==> config.mk <==
export PLATFORM = sky130hd
export DESIGN_NAME = lu_queue
export DESIGN_NICKNAME = d
export VERILOG_FILES = /design/src/hdl/lu_pkg.sv /design/src/hdl/lu_queue.sv
export SDC_FILE = /design/constraint.sdc
export NUM_CORES = 1
export LEC_CHECK = 0
export BUFFER_PORTS_ARGS = -buffer_cell sky130_fd_sc_hd__buf_2
export CAP_MARGIN = 10
export CORE_MARGIN = 3
export CORE_UTILIZATION = 40
export CTS_CLUSTER_DIAMETER = 120
export DETAILED_ROUTE_END_ITERATION = 7
export PLACE_DENSITY_LB_ADDON = 0.3
export SLEW_MARGIN = 20
export SYNTH_ARGS = -nofsm -noshare
export SYNTH_HDL_FRONTEND = slang
export SYNTH_SLANG_ARGS = --single-unit
==> constraint.sdc <==
create_clock -name clk -period 7.2 [get_ports clk]
set_input_delay 0.36 -clock clk [delete_from_list [all_inputs] [get_ports clk]]
set_output_delay 0.36 -clock clk [all_outputs]
set_load 0.03 [all_outputs]
==> src/hdl/lu_pkg.sv <==
// Shared types and constants for the ledger update write logger.
// No dependencies; used by every module in hdl/.
`default_nettype none
package lu_pkg;

    localparam int ACCOUNTS_DEF     = 65536;
    localparam int CHUNKS_DEF       = 8;
    localparam int LOG_CAPACITY_DEF = 1048576;
    localparam int MAX_FILL_DEF     = 64;

    localparam int IDX_W  = 24;   // widest account index (16M accounts)
    localparam int CNT_W  = 7;    // fill entry count, up to 64
    localparam int AMT_W  = 32;
    localparam int BAL_W  = 64;
    localparam int FIN_W  = 60;   // index fields of the input word
    localparam int QDEPTH = 2;

    localparam logic [3:0] FN_XFER = 4'd0;
    localparam logic [3:0] FN_FILL = 4'd1;

    localparam logic [2:0] ST_OK        = 3'd0;
    localparam logic [2:0] ST_OVERFLOW  = 3'd1;
    localparam logic [2:0] ST_BAD_FILL  = 3'd2;
    localparam logic [2:0] ST_BAD_CODES = 3'd3;
    localparam logic [2:0] ST_NOTHING   = 3'd4;
    localparam logic [2:0] ST_CLEARED   = 3'd5;

    localparam logic [1:0] K_STATUS = 2'd0;
    localparam logic [1:0] K_XFER   = 2'd1;
    localparam logic [1:0] K_FILL   = 2'd2;
    localparam logic [1:0] K_CLEAR  = 2'd3;

    typedef struct packed {
        logic [1:0]       kind;
        logic [2:0]       status;
        logic             s_ok;
        logic             r_ok;
        logic [IDX_W-1:0] sidx;
        logic [IDX_W-1:0] ridx;
        logic [CNT_W-1:0] cnt;
        logic [AMT_W-1:0] amt;
    } cmd_t;

endpackage
`default_nettype wire

==> src/hdl/lu_queue.sv <==
// Short command queue between front and back end.
// Depends on lu_pkg.
`default_nettype none
module lu_queue (
    input  wire logic         clk,
    input  wire logic         rst_n,
    input  wire logic         push,
    input  wire lu_pkg::cmd_t push_cmd,
    input  wire logic         pop,
    output lu_pkg::cmd_t      head,
    output logic              empty,
    output logic              full
);

    localparam int PW = $clog2(lu_pkg::QDEPTH);

    lu_pkg::cmd_t   slot_reg [lu_pkg::QDEPTH];
    logic [PW-1:0]  wp_reg;
    logic [PW-1:0]  rp_reg;
    logic [PW:0]    fill_reg;
    logic [PW:0]    fill_next;

    assign empty = fill_reg == '0;
    assign full  = fill_reg == (PW+1)'(lu_pkg::QDEPTH);
    assign head  = slot_reg[rp_reg];

    always_comb
    begin
        fill_next = fill_reg;
        if (push && !pop)
            fill_next = fill_reg + 1'b1;
        else if (pop && !push)
            fill_next = fill_reg - 1'b1;
    end

    always_ff @(posedge clk or negedge rst_n)
    begin
        if (!rst_n)
        begin
            wp_reg   <= '0;
            rp_reg   <= '0;
            fill_reg <= '0;
        end
        else
        begin
            if (push)
                wp_reg <= wp_reg + 1'b1;
            if (pop)
                rp_reg <= rp_reg + 1'b1;
            fill_reg <= fill_next;
        end
    end

    always_ff @(posedge clk)
    begin
        if (push)
            slot_reg[wp_reg] <= push_cmd;
    end

endmodule
`default_nettype wire

==> results.toml <==
[run_status]
status = "completed"

[synthesis]
ys_types = 14
ys.warnings.count = 0
synth_cells = 309
syn_nets = 408
ys_seq_area_share_pct = 80.0
avgSynthCellArea_um2 = 23.2
ys_seq_elements = 192
netlist_area_mm2 = 0.00718

[hold_path]
hold_depth = 1
holdPathEnd = "slot_reg[1][19]"
hp-start = "push_cmd[19]"
min_path_type = "input port to register"

[finish]
fin_nets = 614
area_delta_synth_final_pct = 25.5
drive_above_1_share_pct = 61.7
fillers = 1440
layout_common_cells = "buf_2 (193), edfxtp_1 (188), mux2_4 (50)"
regArea_mm2 = 0.00575
multi_input_area_mm2 = 0.00134
finish.utilization_pct = 51.8
largest_reg_flops = 188
final_common_cell = "buf_2"
num_antenna_cells = 0

[worst_setup_path]
ff2ff_setup_slack_ns = 5.10
worstReg2RegEnd = "slot_reg[0][41]"
crit_path_end_kind = "output pin"
cp_cell_sequence = "buf_4, mux2_2, buf_2"
required_ns = 6.84
cp_max_fo = 54
arrival_ns = 2.73
r2r_start = "wp_reg"
cp_top_family = "buffers and inverters"
crit_type = "register to output pin"
path_buf_inv = 2
slowest_delay_ns = 0.82
reg2regPathDepth = 3
critPathSlowestCell = "dfrtp_4"
critPathLaunchType = "register"

[timing]
setup_viol = 0
timing.fmax_mhz = 323
worstMarginPinSlew_ns = 0.945
rsz0062_at_grt = "false"
slew-limit-headroom_pct = 37.0
finalClockSkew_ns = 0.00628
fin_crit_sh_pct = 42.9
finalSetupTns_ns = 0
drv_slew = 0
period_needed_ns = 3.09
finalHoldViolCount = 0

[route]
routed_via_density = 4.67
firstDrtPassIters = 6
vias = 3517
ant_nets = 0
routedWlPerCell_um = 17.3
routed_wl_um = 13000
drc = 0
drt_iter0_markers = 177

[grt]
antenna_found_initial = 0
grt_usage_pct = 13.0
grt_pass1_wl_um = 19600
grt_max_degree = 60
grt_pass1_vias = 3847
grt_overflow = 0

[floorplanning]
die_width_um = 140
die_area_mm2 = 0.0196
core_area_mm2 = 0.0174
row_count = 48
die-height_um = 140
ios = 194
start_util_pct = 41.2

[pwr]
p_leak_nw = 3.54
ir_drop_mv = 0.360
powerDensity_mw_per_mm2 = 434

[cts]
cts_buffers = 17
clkLatencyLatePin_ns = 0.42
cts_tree = "yes"
clkTransAtPathRegs_ns = 0.07
cts.sinks = 192
cts.path.max_buffers = 2
htreeDepth = 4
ctsRootBufferMaster = "clkbuf_16"

[placement]
hpwlAfterDp_um = 8610
gp_congestion = 0.722
io_buffer_count = 193

[flow_run]
maxCapViolCount = 0
[worst max-delay path by stage]
stage,startpoint,end,cells past startpoint
4_1_cts,rp_reg,head[80],3
3_5_place_dp,rp_reg,head[80],3
6_report,rp_reg,head[80],3
3_3_place_gp,rp_reg,head[80],3
5_1_grt,rp_reg,head[80],3
2_1_floorplan,wp_reg,slot_reg[0][0],1
[final cells by class]
class / instances / share of cell area [%]
clock buffers: 17 / 4.72
inverters: 1 / 0.0416
clock inverters: 15 / 2.19
flip-flops and latches: 192 / 63.8
repair buffers: 198 / 11.3
well taps: 225 / 3.12
multi-input cells: 105 / 14.9
[worst reg2reg max path: stages (launching register included)]
cell,delay (ns)
dfrtp_1,0.43
nor2b_4,0.37
buf_12,0.24
buf_4,0.67
[cell families (layout without fill, tap and decap cells)]
| logic type | count (synthesis) | count (layout) | synth area share (%) |
|---|---|---|---|
| AND/OR/NAND/NOR | 5 | 5 | 0.366 |
| flip-flops | 192 | 192 | 80.0 |
| multiplexers | 94 | 94 | 17.4 |
| adder cells (fa/ha/maj) | 1 | 1 | 0.174 |
| buffers and inverters | 12 | 231 | 1.48 |
| XOR/XNOR | 5 | 5 | 0.610 |
[layer usage]
metal,part of all wire (%),vias to the layer above,GRT usage (%)
met2,51,132,22.3
met1,42,1735,15.5
li1,-,1641,-
met5,0,-,0
met3,6.7,9,4.85
met4,0.87,0,3.98
[per-stage QoR]
stage | hold slack (ns) | instance area [um^2] | power, mW | std cells | setup slack, ns
final | 0.122 | 9010 | 3.91 | 753 | 4.11
after detailed placement | 0.173 | 8360 | 2.98 | 719 | 4.50
after global routing | 0.0942 | 9010 | 4.08 | 753 | 3.92
after floorplan | 0.0644 | 7180 | 2.67 | 309 | 2.08
after global placement | 0.171 | 8360 | 2.95 | 719 | 4.55
after CTS | 0.0979 | 8990 | 3.96 | 752 | 4.03
[power by group]
part | total (mW) | leakage [nW] | switching, mW | internal, mW
Sequential | 1.59 | 1.81 | 0.104 | 1.48
Combinational | 1.34 | 1.42 | 0.830 | 0.513
Clock | 0.976 | 0.304 | 0.417 | 0.559
Total | 3.91 | 3.54 | 1.35 | 2.56
[synth_stat cells]
master,instances,area (um^2)
buf_8,1,15.0
and2_1,1,6.26
xor2_1,4,35.0
mux2_2,44,495
mux2_4,50,751
xnor2_1,1,8.76
inv_1,1,3.75
buf_2,4,20.0
dfrtp_1,4,100
buf_6,6,67.6
ha_1,1,12.5
nor2_1,2,7.51
nor2b_1,2,12.5
edfxtp_1,188,5650
[repair_timing]
item | 4_1_cts | 5_1_grt
setup buffers | 0 | 0
endpoints found under the hold margin | 4 | 0
setup endpoints to repair | 0 | 0
resized for setup | 0 | 0
hold buffers | 1 | 0
(Power assumes the default switching activity.)
