### config.mk
export PLATFORM = sky130hd
export DESIGN_NAME = lu_front
export DESIGN_NICKNAME = d
export VERILOG_FILES = /design/src/hdl/lu_pkg.sv /design/src/hdl/lu_front.sv
export SDC_FILE = /design/constraint.sdc
export NUM_CORES = 1
export LEC_CHECK = 0
export ABC_AREA = 0
export BUFFER_PORTS_ARGS = -buffer_cell sky130_fd_sc_hd__buf_2
export CORE_ASPECT_RATIO = 1.5
export CORE_UTILIZATION = 44
export DETAILED_ROUTE_END_ITERATION = 7
export PLACE_DENSITY = 0.8
export RECOVER_POWER = 25
export SYNTH_ARGS = -nofsm -noshare
export SYNTH_HDL_FRONTEND = slang
export SYNTH_SLANG_ARGS = --single-unit
### constraint.sdc
create_clock -name vclk -period 3.5
set_input_delay 0.175 -clock vclk [all_inputs]
set_output_delay 0.175 -clock vclk [all_outputs]
set_load 0.005 [all_outputs]
### src/hdl/lu_pkg.sv
// Shared types and constants for the ledger update write logger.
// No dependencies; used by every module in hdl/.
`default_nettype none
package lu_pkg;

    localparam int ACCOUNTS_DEF     = 65536;
    localparam int CHUNKS_DEF       = 8;
    localparam int LOG_CAPACITY_DEF = 1048576;
    localparam int MAX_FILL_DEF     = 64;

    localparam int IDX_W  = 24;   // widest account index (16M accounts)
    localparam int CNT_W  = 7;    // fill entry count, up to 64
    localparam int AMT_W  = 32;
    localparam int BAL_W  = 64;
    localparam int FIN_W  = 60;   // index fields of the input word
    localparam int QDEPTH = 2;

    localparam logic [3:0] FN_XFER = 4'd0;
    localparam logic [3:0] FN_FILL = 4'd1;

    localparam logic [2:0] ST_OK        = 3'd0;
    localparam logic [2:0] ST_OVERFLOW  = 3'd1;
    localparam logic [2:0] ST_BAD_FILL  = 3'd2;
    localparam logic [2:0] ST_BAD_CODES = 3'd3;
    localparam logic [2:0] ST_NOTHING   = 3'd4;
    localparam logic [2:0] ST_CLEARED   = 3'd5;

    localparam logic [1:0] K_STATUS = 2'd0;
    localparam logic [1:0] K_XFER   = 2'd1;
    localparam logic [1:0] K_FILL   = 2'd2;
    localparam logic [1:0] K_CLEAR  = 2'd3;

    typedef struct packed {
        logic [1:0]       kind;
        logic [2:0]       status;
        logic             s_ok;
        logic             r_ok;
        logic [IDX_W-1:0] sidx;
        logic [IDX_W-1:0] ridx;
        logic [CNT_W-1:0] cnt;
        logic [AMT_W-1:0] amt;
    } cmd_t;

endpackage
`default_nettype wire

### src/hdl/lu_front.sv
// Front end: accepts input transactions and classifies them into commands.
// Depends on lu_pkg.
`default_nettype none
module lu_front #(
    parameter int ACCOUNTS = lu_pkg::ACCOUNTS_DEF,
    parameter int MAX_FILL = lu_pkg::MAX_FILL_DEF
) (
    input  wire logic                     in_valid,
    output logic                          in_ready,
    input  wire logic                     mode,
    input  wire logic [3:0]               sender_function,
    input  wire logic [lu_pkg::FIN_W-1:0] sender_index,
    input  wire logic [3:0]               receiver_function,
    input  wire logic [lu_pkg::FIN_W-1:0] receiver_index,
    input  wire logic [lu_pkg::AMT_W-1:0] amount,
    input  wire logic                     init_done,
    input  wire logic                     q_full,
    output logic                          q_push,
    output lu_pkg::cmd_t                  q_cmd
);

    logic s_ok;
    logic r_ok;
    logic [63:0] fill_end;
    logic bad_fill;

    assign in_ready = init_done && !q_full;
    assign q_push   = in_valid && in_ready;

    assign s_ok     = {4'b0, sender_index} < 64'(ACCOUNTS);
    assign r_ok     = {4'b0, receiver_index} < 64'(ACCOUNTS);
    assign fill_end = {4'b0, sender_index} + {4'b0, receiver_index};
    assign bad_fill = !s_ok || ({4'b0, receiver_index} > 64'(MAX_FILL))
                      || (fill_end > 64'(ACCOUNTS));

    always_comb
    begin
        q_cmd.kind   = lu_pkg::K_STATUS;
        q_cmd.status = lu_pkg::ST_BAD_CODES;
        q_cmd.s_ok   = s_ok;
        q_cmd.r_ok   = r_ok;
        q_cmd.sidx   = sender_index[lu_pkg::IDX_W-1:0];
        q_cmd.ridx   = receiver_index[lu_pkg::IDX_W-1:0];
        q_cmd.cnt    = receiver_index[lu_pkg::CNT_W-1:0];
        q_cmd.amt    = amount;
        if (mode)
        begin
            q_cmd.kind   = lu_pkg::K_CLEAR;
            q_cmd.status = lu_pkg::ST_CLEARED;
        end
        else if (sender_function == lu_pkg::FN_XFER && receiver_function == lu_pkg::FN_XFER)
        begin
            if (s_ok || r_ok)
                q_cmd.kind = lu_pkg::K_XFER;
            else
                q_cmd.status = lu_pkg::ST_NOTHING;
        end
        else if (sender_function == lu_pkg::FN_FILL && receiver_function == lu_pkg::FN_FILL)
        begin
            if (bad_fill)
                q_cmd.status = lu_pkg::ST_BAD_FILL;
            else if (receiver_index == '0)
                q_cmd.status = lu_pkg::ST_NOTHING;
            else
                q_cmd.kind = lu_pkg::K_FILL;
        end
    end

endmodule
`default_nettype wire

==> metrics.cfg <==
[power_and_ir_drop]
power.leakage_nw = 4.07
pwr-share-comb = 1.000
vdd_drop_max_mv = 0.100
power.density_nw_per_um2 = 190
pwr-share-clk = 0
netSwitchingPower_w = 0.000827
intPower_w = 0.000789
pwr-share-seq = 0
power_switching_share = 0.512

[synthesis]
synth_top_area_frac = 0.143
synth_seq_area_share = 0
yosys_warnings = 0
syn_area_per_cell_sq_um = 6.46
yosysTopAreaCell = ha_1
synth_cell_type_count = 71
syn_nets = 1036
netlist_instances = 811
syn_area_sq_um = 5240
synth_area_leaders = ha_1 (14%), buf_4 (13%), a21oi_1 (8.5%), nand2_1 (6.4%), o21ai_0 (5.5%)

[final_layout]
fin_cells = 1357
finalInstanceArea_sq_um = 8520
drive_gt1_frac = 0.491
ff_latch_area_sq_um = 0
flops_and_latches = 0
nNetsFinal = 1434
clkbuf_count = 0
diodes = 0
area_delta_synth_final_pct = 62.5

[worst_setup_path]
slowest_stage = or4_4
end_kind = primary output
critical-path-max-stage-delay_ns = 0.54
worstSetupPathType = primary input to primary output
crit_buf_inv = 4
crit_path_cell_trace = buf_2 > ha_1 > buf_4 > nand2_1 > o21ai_0 > a21o_1 > a22oi_2 > a21oi_2 > buf_4 > nor2_1 > or4_4 > a2111oi_4 > nand4_1 > o41a_1 > o21ai_2 > buf_2
arrival_ns = 3.78
start_kind = primary input
critPathMaxFanout = 6
required_ns = 3.32
cp_top_family = compound AO/OA/AOI/OAI gates

[timing]
tns_ns = -1.49
finalHoldViolCount = 0
fmax_mhz = 253
fin_crit_sh = 1.13
period_minus_slack_ns = 3.96
setup_ws_ns = -0.456
tightest_slew_ns = 0.739
drv_slew = 0
relSlewSlack = 0.503
rsz0062_at_grt = yes
setup_viol = 4

[placement]
dp.cells = 1345
hpwl_mm = 21.9
gp_congestion = 1.09
portBuffers = 196
dpl_cell_area_sq_um = 7920

[route]
dr.max_layer_used = met4
drt_pre_antenna_iters = 5
wirelength_mm = 26.3
vias = 8217
viasPerCell = 6.06
routed-wl-met3_mm = 1.40
drc_errors = 0
met2_length_mm = 13.7
met1_length_mm = 8.52
drt_iter0_markers = 511
wl_per_cell_microns = 19.4
drtAntennaViolNets = 0

[job]
maxCapViolations = 0

[hold_path]
hp-class = primary input to primary output
hold-path-cell-count = 0
min_to = q_cmd[0]
hp-start = amount[0]

[floorplanning]
start_util = 0.455
coreArea_sq_um = 11500
die_h_microns = 136
rows = 48
dieArea_sq_um = 12400
pin_count = 260
die_x_microns = 91.1

[run_status]
violations = setup timing
outcome = finished with violations

[global_routing]
grt_usage = 0.391
grt_pass1_vias = 8088
grt_max_degree = 10
grt_pass1_wl_mm = 38.3
grt_antenna_before_repair = 0
grt.overflow.total = 0

## worst max path at each step
stage | start | end | cells after the start
after floorplan | sender_index[26] | q_cmd[89] | 12
after global placement | sender_index[0] | q_cmd[89] | 17
after detailed placement | sender_index[0] | q_cmd[89] | 17
after CTS | receiver_index[0] | q_cmd[89] | 16
after global routing | sender_index[14] | q_cmd[89] | 16
final | receiver_index[14] | q_cmd[89] | 16
## cells in the mapped netlist, types with 13 or more instances
library cell   n
buf_4         90
a21oi_1       89
nand2_1       89
ha_1          60
nor2_1        58
o21ai_0       58
nand4_1       39
nor4_1        35
inv_1         20
nor3_1        17
xnor2_1       17
xor2_1        17
clkbuf_1      16
a21o_1        13
nand3_1       13
## cell usage in the layout, fill, tap and decap left out, drive strengths merged, types with 3 or more instances in the layout
cell type and instances:
o32a 3, nand3b 3, nand3 13, nor2 58, and4 6, a21oi 89, nor2b 7, a311oi 6
o21a 10, nor3 17, o211ai 12, and3 8, a2bb2oi 3, a22oi 4, o21ai 63, nor4 35
mux2i 4, buf 515, a21o 14, or3 4, and2 10, nor3b 3, o2111ai 3, a31oi 11
a211oi 12, xnor2 17, a211o 3, ha 60, xor2 17, inv 20, nand2 89, o21bai 7
o22ai 6, nand4 40, a21boi 3
## cell families (layout without fill, tap and decap cells)
kind of cell             after synthesis  in the layout  share of synthesized area
AO/OA/AOI/OAI                        272            272                      0.331
XOR/XNOR                              34             34                     0.0568
adder cells (fa/ha/maj)               61             61                      0.147
buffers and inverters                139            535                      0.167
multiplexers                           4              4                    0.00764
AND/OR/NAND/NOR                      301            301                      0.291
## layout make-up
| type | instances | area, sq um |
|---|---|---|
| Inverter | 20 | 75.1 |
| Multi-Input combinational cell | 672 | 4840 |
| Tap cell | 150 | 188 |
| Timing Repair Buffer | 515 | 3420 |
| Fill cell | 936 | 3010 |
## metal layers
| layer | vias up | GRT usage |
|---|---|---|
| li1 | 3802 | - |
| met3 | 177 | 0.0269 |
| met5 | - | 0 |
| met2 | 456 | 0.775 |
| met4 | 0 | 0.355 |
| met1 | 3782 | 0.347 |
## timing repair
item                       4_1_cts  5_1_grt
hold buffers                     0        0
pin swaps                       25       36
setup buffers                    6        7
gates resized for setup         40       67
cloned                           0        0
setup endpoints to repair        4        4
## power groups by stage
stage / Combinational (W) / Sequential (W) / Clock (W)
after global routing: 0.00172 / 0 / 0
after CTS: 0.00148 / 0 / 0
final: 0.00162 / 0 / 0
after global placement: 0.00141 / 0 / 0
after detailed placement: 0.00143 / 0 / 0
after floorplan: 0.000724 / 0 / 0
## through the flow
stage | utilization | setup slack, ns | hold slack (ns) | power [W]
finish | 0.739 | -0.456 | 0.350 | 0.00162
global route | 0.739 | -0.649 | 0.350 | 0.00172
CTS | 0.706 | -0.428 | 0.350 | 0.00148
detailed placement | 0.687 | -0.689 | 0.350 | 0.00143
global placement | 0.687 | -0.636 | 0.350 | 0.00141
floorplan | - | 0.0204 | 0.385 | 0.000724
(Power assumes the default switching activity.)
